$ cat src/sv/a85sd_pkg.sv
// Package for the ascii85 stream decoder: word types, result codes,
// character constants and the base-85 place values. No dependencies.
`default_nettype none

package a85sd_pkg;

    typedef struct packed {
        logic [7:0] text_byte;
        logic       end_of_input;
    } t_in;

    typedef struct packed {
        logic [1:0] kind;
        logic [7:0] data_byte;
        logic [1:0] error_code;
        logic       last;
    } t_out;

    typedef enum logic [3:0] {
        PH_SEEK  = 4'b0001,
        PH_LT    = 4'b0010,
        PH_BODY  = 4'b0100,
        PH_TILDE = 4'b1000
    } t_phase;

    localparam logic [1:0] KIND_DATA = 2'd0;
    localparam logic [1:0] KIND_END  = 2'd1;
    localparam logic [1:0] KIND_ERR  = 2'd2;

    localparam logic [1:0] ERR_NO_START = 2'd0;
    localparam logic [1:0] ERR_TILDE    = 2'd1;
    localparam logic [1:0] ERR_NO_END   = 2'd2;
    localparam logic [1:0] ERR_INVALID  = 2'd3;

    localparam logic CFG_USE_DELIM = 1'b0;
    localparam logic CFG_SKIP_INV  = 1'b1;

    localparam logic [7:0] CH_BANG  = 8'h21;
    localparam logic [7:0] CH_U     = 8'h75;
    localparam logic [7:0] CH_Z     = 8'h7a;
    localparam logic [7:0] CH_Y     = 8'h79;
    localparam logic [7:0] CH_LT    = 8'h3c;
    localparam logic [7:0] CH_GT    = 8'h3e;
    localparam logic [7:0] CH_TILDE = 8'h7e;
    localparam logic [7:0] CH_SPACE = 8'h20;
    localparam logic [7:0] CH_TAB   = 8'h09;
    localparam logic [7:0] CH_CR    = 8'h0d;

    localparam logic [31:0] SPACES4 = 32'h20202020;

    // place value of digit k within a group, most significant digit first
    function automatic logic [31:0] f_pow85(input logic [2:0] k);
        logic [31:0] v;
        case (k)
            3'd0:    v = 32'd52200625;
            3'd1:    v = 32'd614125;
            3'd2:    v = 32'd7225;
            3'd3:    v = 32'd85;
            default: v = 32'd1;
        endcase
        return v;
    endfunction

endpackage

`default_nettype wire

$ cat src/sv/ascii85_stream_decoder_unit.sv
// Top level of the ascii85 stream decoder: input skid register, decode
// step and a four-word result buffer. Depends on a85sd_pkg.
`default_nettype none

// Usage:
//   Input channel  (i_in_valid / i_in_data / o_in_stall) carries one text
//   byte or an end-of-input marker per word. Output channel (o_out_valid /
//   o_out_data / i_out_stall) carries data bytes, end and error words; the
//   last word caused by an input word has last set.
//   Config: i_cfg_we with i_cfg_idx (0 use_delimiters, 1 skip_invalid) and
//   i_cfg_data, written while the block is idle.
//   Order: an accepted word is held in the input register; the decode step
//   writes its results into the result buffer, which presents the first.
//   Throughput: one input word per cycle while each word makes at most one
//   result and the output is not stalled. A word making more than one result
//   (group of five digits, 'z', 'y', or a final partial group) holds the next
//   word until the buffer, drained one word per cycle, is down to its last.
//   Reset: config returns to use_delimiters=1, skip_invalid=0, decoder
//   hunts for "<~", buffers empty.
//   Stall: a stalled output word holds; the input register takes one more
//   word and then the input stalls until the buffer drains.

module ascii85_stream_decoder_unit
    import a85sd_pkg::*;
(
    input  wire logic i_clk,
    input  wire logic i_rst_n,
    input  wire logic i_cfg_we,
    input  wire logic i_cfg_idx,
    input  wire logic i_cfg_data,
    input  wire logic i_in_valid,
    input  wire t_in  i_in_data,
    output logic      o_in_stall,
    output logic      o_out_valid,
    output t_out      o_out_data,
    input  wire logic i_out_stall
);

    logic        r_use_delim;
    logic        r_skip_inv;

    logic        r_in_v;
    t_in         r_in;

    t_phase      r_phase, n_phase;
    logic [31:0] r_acc, n_acc;
    logic [2:0]  r_dc, n_dc;

    t_out        r_res [4];
    t_out        n_res [4];
    logic [2:0]  r_left, n_cnt;
    logic [1:0]  r_rd;

    logic        proc;
    logic        out_acc;

    assign out_acc     = o_out_valid && !i_out_stall;
    assign proc        = r_in_v && (r_left == 3'd0 || (r_left == 3'd1 && !i_out_stall));
    assign o_in_stall  = r_in_v && !proc;
    assign o_out_valid = (r_left != 3'd0);
    assign o_out_data  = r_res[r_rd];

    function automatic t_out f_word(input logic [1:0] kind, input logic [7:0] data,
                                    input logic [1:0] err);
        t_out w;
        w.kind       = kind;
        w.data_byte  = data;
        w.error_code = err;
        w.last       = 1'b0;
        return w;
    endfunction

    always_comb begin
        logic [7:0]  c;
        logic        eoi;
        logic        ws;
        logic        restart;
        logic [7:0]  digit;
        logic [31:0] acc_sum;
        logic [31:0] acc_fin;
        logic [2:0]  nb;
        t_phase      rst_phase;

        c         = r_in.text_byte;
        eoi       = r_in.end_of_input;
        ws        = !eoi && (c == CH_SPACE || (c >= CH_TAB && c <= CH_CR));
        restart   = 1'b0;
        digit     = c - CH_BANG;
        acc_sum   = r_acc + 32'(32'(digit) * f_pow85(r_dc));
        acc_fin   = r_acc + f_pow85(r_dc - 3'd1);
        nb        = (r_dc == 3'd0) ? 3'd0 : r_dc - 3'd1;
        rst_phase = r_use_delim ? PH_SEEK : PH_BODY;

        n_phase = r_phase;
        n_acc   = r_acc;
        n_dc    = r_dc;
        n_cnt   = 3'd0;
        for (int i = 0; i < 4; i++) begin
            n_res[i] = '0;
        end

        if (!ws) begin
            unique case (r_phase)
                PH_SEEK, PH_LT: begin
                    if (eoi) begin
                        n_res[0] = f_word(KIND_ERR, 8'd0, ERR_NO_START);
                        n_cnt    = 3'd1;
                        restart  = 1'b1;
                    end else if (r_phase == PH_LT && c == CH_TILDE) begin
                        n_phase = PH_BODY;
                    end else begin
                        n_phase = (c == CH_LT) ? PH_LT : PH_SEEK;
                    end
                end
                PH_TILDE: begin
                    restart = 1'b1;
                    if (!eoi && c == CH_GT) begin
                        for (int i = 0; i < 3; i++) begin
                            if (3'(i) < nb) begin
                                n_res[i] = f_word(KIND_DATA, acc_fin[31-8*i -: 8], 2'd0);
                            end
                        end
                        n_res[nb[1:0]] = f_word(KIND_END, 8'd0, 2'd0);
                        n_cnt          = nb + 3'd1;
                    end else begin
                        n_res[0] = f_word(KIND_ERR, 8'd0, ERR_TILDE);
                        n_cnt    = 3'd1;
                    end
                end
                PH_BODY: begin
                    if (eoi) begin
                        restart = 1'b1;
                        if (r_use_delim) begin
                            n_res[0] = f_word(KIND_ERR, 8'd0, ERR_NO_END);
                            n_cnt    = 3'd1;
                        end else begin
                            // final partial group, rounded up
                            for (int i = 0; i < 3; i++) begin
                                if (3'(i) < nb) begin
                                    n_res[i] = f_word(KIND_DATA, acc_fin[31-8*i -: 8], 2'd0);
                                end
                            end
                            n_res[nb[1:0]] = f_word(KIND_END, 8'd0, 2'd0);
                            n_cnt          = nb + 3'd1;
                        end
                    end else if (c == CH_Z && r_dc == 3'd0) begin
                        for (int i = 0; i < 4; i++) begin
                            n_res[i] = f_word(KIND_DATA, 8'd0, 2'd0);
                        end
                        n_cnt = 3'd4;
                    end else if (c == CH_Y && r_dc == 3'd0) begin
                        for (int i = 0; i < 4; i++) begin
                            n_res[i] = f_word(KIND_DATA, SPACES4[31-8*i -: 8], 2'd0);
                        end
                        n_cnt = 3'd4;
                    end else if (c == CH_TILDE && r_use_delim) begin
                        n_phase = PH_TILDE;
                    end else if (c < CH_BANG || c > CH_U) begin
                        if (!r_skip_inv) begin
                            n_res[0] = f_word(KIND_ERR, 8'd0, ERR_INVALID);
                            n_cnt    = 3'd1;
                            restart  = 1'b1;
                        end
                    end else if (r_dc == 3'd4) begin
                        for (int i = 0; i < 4; i++) begin
                            n_res[i] = f_word(KIND_DATA, acc_sum[31-8*i -: 8], 2'd0);
                        end
                        n_cnt = 3'd4;
                        n_acc = 32'd0;
                        n_dc  = 3'd0;
                    end else begin
                        n_acc = acc_sum;
                        n_dc  = r_dc + 3'd1;
                    end
                end
                default: begin
                    restart = 1'b1;
                end
            endcase
        end

        if (restart) begin
            n_phase = rst_phase;
            n_acc   = 32'd0;
            n_dc    = 3'd0;
        end

        for (int i = 0; i < 4; i++) begin
            n_res[i].last = (3'(i) == n_cnt - 3'd1);
        end
    end

    always_ff @(posedge i_clk) begin
        if (!i_rst_n) begin
            r_use_delim <= 1'b1;
            r_skip_inv  <= 1'b0;
        end else if (i_cfg_we) begin
            if (i_cfg_idx == CFG_USE_DELIM) begin
                r_use_delim <= i_cfg_data;
            end
            if (i_cfg_idx == CFG_SKIP_INV) begin
                r_skip_inv <= i_cfg_data;
            end
        end
    end

    always_ff @(posedge i_clk) begin
        if (!i_rst_n) begin
            r_in_v <= 1'b0;
        end else if (!o_in_stall) begin
            r_in_v <= i_in_valid;
        end
    end

    always_ff @(posedge i_clk) begin
        if (!o_in_stall && i_in_valid) begin
            r_in <= i_in_data;
        end
    end

    always_ff @(posedge i_clk) begin
        if (!i_rst_n) begin
            r_phase <= PH_SEEK;
            r_acc   <= 32'd0;
            r_dc    <= 3'd0;
        end else if (proc) begin
            r_phase <= n_phase;
            r_acc   <= n_acc;
            r_dc    <= n_dc;
        end
    end

    always_ff @(posedge i_clk) begin
        if (!i_rst_n) begin
            r_left <= 3'd0;
            r_rd   <= 2'd0;
        end else if (proc) begin
            r_left <= n_cnt;
            r_rd   <= 2'd0;
        end else if (out_acc) begin
            r_left <= r_left - 3'd1;
            r_rd   <= r_rd + 2'd1;
        end
    end

    always_ff @(posedge i_clk) begin
        if (proc) begin
            for (int i = 0; i < 4; i++) begin
                r_res[i] <= n_res[i];
            end
        end
    end

    // checks
    a_left_max: assert property (@(posedge i_clk) disable iff (!i_rst_n)
        r_left <= 3'd4)
        else $error("result buffer count above four");

    a_dc_max: assert property (@(posedge i_clk) disable iff (!i_rst_n)
        r_dc <= 3'd4)
        else $error("digit count above four");

    a_last_ok: assert property (@(posedge i_clk) disable iff (!i_rst_n)
        o_out_valid |-> (o_out_data.last == (r_left == 3'd1)))
        else $error("last flag out of step with buffer count");

    a_proc_empty: assert property (@(posedge i_clk) disable iff (!i_rst_n)
        proc |-> (r_left == 3'd0 || (r_left == 3'd1 && out_acc)))
        else $error("decode step overwrote pending results");

endmodule

`default_nettype wire
$ cat config.mk
export PLATFORM = sky130hd
export DESIGN_NAME = ascii85_stream_decoder_unit
export DESIGN_NICKNAME = d
export VERILOG_FILES = /design/src/sv/a85sd_pkg.sv /design/src/sv/ascii85_stream_decoder_unit.sv
export SDC_FILE = /design/constraint.sdc
export NUM_CORES = 1
export LEC_CHECK = 0
export BUFFER_PORTS_ARGS = -buffer_cell sky130_fd_sc_hd__clkbuf_2
export CAP_MARGIN = 20
export CELL_PAD_IN_SITES_DETAIL_PLACEMENT = 1
export CELL_PAD_IN_SITES_GLOBAL_PLACEMENT = 2
export CORE_MARGIN = 3
export CORE_UTILIZATION = 38
export DETAILED_ROUTE_END_ITERATION = 12
export PLACE_DENSITY = 0.82
export REMOVE_ABC_BUFFERS = 1
export SYNTH_ARGS = -nofsm -noshare
export SYNTH_HDL_FRONTEND = slang
export SYNTH_SLANG_ARGS = --single-unit
export TNS_END_PERCENT = 100
$ cat constraint.sdc
create_clock -name i_clk -period 6.2 [get_ports i_clk]
set_input_delay 0.31 -clock i_clk [delete_from_list [all_inputs] [get_ports i_clk]]
set_output_delay 0.31 -clock i_clk [all_outputs]
set_load 0.02 [all_outputs]
# Yosys cells after proc, flatten, opt, wreduce, memory -nomap -nowiden
# Memories as Yosys holds them, arrays and structs flattened. A register that Yosys moved wholly into a read port is not among the register bits.
# Cells that the tools add are included.
[word_totals]
wordCells = 205
in_bits = 16
mem_count = 1
reg_bits = 56
mem_bits_rw = 52
out_inout_bits = 15
[op_classes]
n_addsub = 9
n_bitwise = 8
muxes = 101
n_lt_le_gt_ge = 9
eq_ne = 32
multipliers = 1
reduce_logical = 34
[mem_list]
columns = ["name", "words", "width", "read_ports", "rd_ports_with_merged_regs", "wr", "line_no", "rtl"]
rows = [
  ["r_res", 4, 13, 1, 1, 4, "ascii85_stream_decoder_unit.sv:49", "t_out r_res [4];"],
]
[op_table]
columns = ["cell", "count"]
rows = [
  ["13-bit 2-to-1 mux", 27],
  ["32-bit 2-to-1 mux", 9],
  ["52-bit 2-to-1 mux", 5],
  ["26-bit case mux with 4 select lines", 2],
  ["39-bit 2-to-1 mux", 3],
  ["48-bit bitwise AND", 2],
  ["39-bit case mux with 2 select lines", 1],
  ["3-bit 2-to-1 mux", 23],
  ["32-bit adder", 2],
  ["50-bit 2-to-1 mux", 1],
  ["48-bit inverter", 1],
  ["13-bit case mux with 3 select lines", 1],
  ["11-bit 2-to-1 mux", 3],
  ["8-bit by 32-bit multiplier with 32-bit output", 1],
  ["4-bit 2-to-1 mux", 7],
  ["13-bit demux with 2-bit select", 1],
  ["8-bit by 6-bit == test with 1-bit output, second input constant", 3],
  ["8-bit by 7-bit == test with 1-bit output, second input constant", 3],
  ["8-bit AND reduction", 2],
  ["3-bit inequality test, second input constant", 5],
  ["1-bit logical AND", 13],
  ["3-bit by 2-bit == test with 1-bit output, second input constant", 4],
  ["3-bit logical NOT", 4],
  ["1-bit 2-to-1 mux", 12],
  ["other kinds (34)", 59],
]

# Depth between registers and ports, before layout
[logic_depth]
word_depth = 14
depth_mapped = 26
mapped_depth_nobuf = 25

# Least setup slack after synthesis
# Ideal clock, no wire load.
[synth_timing]
kind = "register -> register"
from = "register r_in[3] (netlist name)"
to = "memory r_res[0][8] (netlist name) (data pin)"
setup_time_ns = 0.262
required_ns = 5.938
arrival_ns = 5.811
synth_period_minus_slack_ns = 6.073
n_path_buf = 2
stages_incl_launch_ff = 25
setup_slack_ns = 0.127
path_cell_list = "edfxtp_1 -> buf_6 -> or4_4 -> o21a_4 -> or2_2 -> clkbuf_1 -> inv_1 -> o21ai_0 -> fa_1 -> inv_1 -> fa_1 -> fa_1 -> inv_1 -> fa_1 -> inv_1 -> ha_1 -> and4_1 -> and3_1 -> nand3_1 -> a211oi_1 -> o21ai_0 -> a21oi_1 -> or3_1 -> a31oi_1 -> o22ai_1"
[synth_lines]
columns = ["item", "line_no", "rtl"]
rows = [
  ["from (decl)", "ascii85_stream_decoder_unit.sv:43", "t_in r_in;"],
  ["from (signal assigned)", "ascii85_stream_decoder_unit.sv:217", "r_in <= i_in_data;"],
  ["to (decl)", "ascii85_stream_decoder_unit.sv:49", ""],
]

==> metrics.yaml <==
run_status: "completed"
rsz0062_at_grt: "yes"
grt_pass1_vias: 9751
die_y_um: 179
p_leak_nw: 6.09
end_kind: "flop"
finalClockSkew_ns: 0.0121
syn-instance-count: 1223
ys_top_cells_by_area: "fa_1, edfxtp_1, ha_1"
worstSetupPathType: "reg -> reg"
period_share_pct: 97.8
worstSkewPairLatency_ns: 0.36
cts_hold_buffers: 0
cts_root_buffer: "clkbuf_16"
boundaryPins: 31
drt-wirelength-per-cell_um: 20.7
path_depth: 25
coreArea_um2: 29200
cap_violations: 0
max_slew.worst_pin.slew_ns: 1.01
antenna_found_initial: 0
vias: 9100
n_fill_cell: 3363
power.density_nw_per_um2: 504
hold_violations: 0
synth_top_area_cell: "fa_1"
crit_family: "adder cells"
hold_depth: 1
dieArea_um2: 32200
yosysUniqueCellTypes: 77
drc: 0
routed_wl_mm: 35.7
clock_path_buffers: 2
h-tree-depth: 3
ant_nets: 0
nets: 1591
synthToLayoutAreaGrowth_pct: 17.5
worstPathArrival_ns: 6.17
grt_max_degree: 52
instances_no_fill: 1724
grt_pass1_wl_mm: 55.5
grt.overflow.total: 0
dpl-instance-area_um2: 12600
clkSlewWorstSetupHoldPaths_ns: 0.07
cp.required_ns: 6.31
crit_top_cell: "fa_1"
final-seq-area_um2: 2540
synth_common_cells: "inv_1, ha_1, fa_1"
cts_buffers: 9
drt_iter0_drc: 479
ir_worst_vdd_mv: 0.368
synth-main-ff-cell: "edfxtp_1"
start_kind: "flop"
final_area_um2: 13400
die_x_um: 179
slew_headroom_pct: 32.3
ys_warn_count: 0
async_flop_share_pct: 0
cp_slowest_cell: "or4_4"
dp_hpwl_mm: 30.4
syn_area_um2: 11400
cp_slowest_stage_delay_ns: 0.56
cts_tree: "yes"
portBuffers: 30
synth_top_area_share_pct: 20.7
drv_slew: 0
gr-usage-all-layers_pct: 22.6
yosysMostFrequentCell: "inv_1"
gp_congestion: 0.942
dr.pass1.iters: 5
hp-class: "in -> reg"
reg2reg_depth: 25
synth_edf_count: 52
via_per_inst: 5.28
placementRows: 62
post_route_cells_drive_above_1_share_pct: 19.2
path_buf_inv: 6
syn_avg_cell_area_um2: 9.33
post-route-min-period_ns: 6.07
synth-seq-cells: 101
fmax_mhz: 165
setup_viol: 0
cp_max_fo: 6
clock_sink_count: 101
num_antenna_cells: 0
start_util_pct: 39.1
dp_cells: 1694
multi_input_area_um2: 8270
ys_seq_area_share_pct: 22.3
==> placed cells by master (no fill, tap or decap), types with 25 or more instances in the layout <==
cell | netlist | routed
dfxtp_1 | 49 | 47
clkbuf_2 | 0 | 30
xnor2_1 | 34 | 30
o21ai_0 | 34 | 28
a21oi_1 | 61 | 50
inv_1 | 229 | 225
a21o_1 | 25 | 25
edfxtp_1 | 52 | 52
fa_1 | 118 | 116
nor2_1 | 83 | 70
buf_4 | 0 | 97
nand2_1 | 60 | 55
ha_1 | 122 | 111
nor2b_1 | 40 | 40
==> metal layers <==
layer  vias up  GRT usage [%]  wire length [um]  share of wire, %
li1       4312              -                 -                 -
met1      4600           31.0             16600                47
met2       148           38.4             17100                48
met3        40           2.03              1170               3.3
met4         0           6.19               815               2.3
met5         -              0                 0                 0
==> final timing paths <==
path | start | end | slack (ns)
max reg2reg | r_in[3]$_DFFE_PP_ | r_res[0][4]$_SDFFCE_PP0P_ | 0.13
min reg2reg | r_skip_inv$_SDFFE_PN0P_ | r_skip_inv$_SDFFE_PN0P_ | 0.48
min | i_in_data[0] | r_in[0]$_DFFE_PP_ | 0.13
max | r_in[3]$_DFFE_PP_ | r_res[0][4]$_SDFFCE_PP0P_ | 0.13
==> area by class of cell <==
cell class	instances	area share [%]
well taps	384	3.58
repair buffers	133	7.05
flip-flops and latches	101	19.0
inverters	230	6.49
clock buffers	12	1.84
multi-input cells	860	61.7
clock inverters	4	0.364
==> stage by stage <==
| step | hold slack [ns] | total power [mW] | util [%] | TNS [ns] | worst slack (ns) |
|---|---|---|---|---|---|
| after CTS | 0.120 | 6.28 | 44.3 | 0 | 0.00641 |
| final | 0.127 | 6.76 | 46.0 | 0 | 0.134 |
| after floorplan | 0.372 | 3.94 | - | 0 | 0.0566 |
| after global placement | 0.460 | 5.45 | 43.1 | -0.0178 | -0.0140 |
| after detailed placement | 0.474 | 5.57 | 43.1 | -1.39 | -0.261 |
| after global routing | 0.127 | 7.35 | 46.0 | -0.154 | -0.0359 |
==> cell families (layout without fill, tap and decap cells) <==
kind of cell	Yosys count	in the layout	share of synthesized area [%]
multiplexers	13	13	2.28
buffers and inverters	262	379	8.93
flip-flops	101	101	22.3
adder cells (fa/ha/maj)	240	240	34.1
AO/OA/AOI/OAI	235	235	13.7
AND/OR/NAND/NOR	317	317	14.4
XOR/XNOR	55	55	4.29
==> worst reg2reg max path: cells and delay by family, from the launching register on <==
family          cells  cell delay (ns)
buf+inv             6             0.78
flops               1             0.39
fa+ha+maj           5             2.15
xor+xnor            2             0.23
compound gates      6             1.02
simple gates        6             1.24
==> registers in the layout (all words and copies together), names as in the netlist, named ones only <==
| name | flops |
|---|---|
| r_acc | 32 |
| r_dc | 3 |
| r_in | 9 |
| r_in_v | 1 |
| r_left | 3 |
| r_phase | 4 |
| r_rd | 2 |
| r_res | 43 |
| r_skip_inv | 1 |
| r_use_delim | 1 |
==> where the power goes <==
group / switching (mW) / leakage (nW) / total, mW / internal, mW
Combinational: 3.01 / 5.05 / 5.31 / 2.30
Sequential: 0.0655 / 0.896 / 0.868 / 0.803
Clock: 0.253 / 0.147 / 0.578 / 0.325
==> timing repair <==
item	in CTS	in global routing
setup endpoints to repair	14	28
setup buffers	2	11
pin swaps	2	16
gates resized for setup	10	93
No activity file was read; power rests on OpenSTA's default activity.
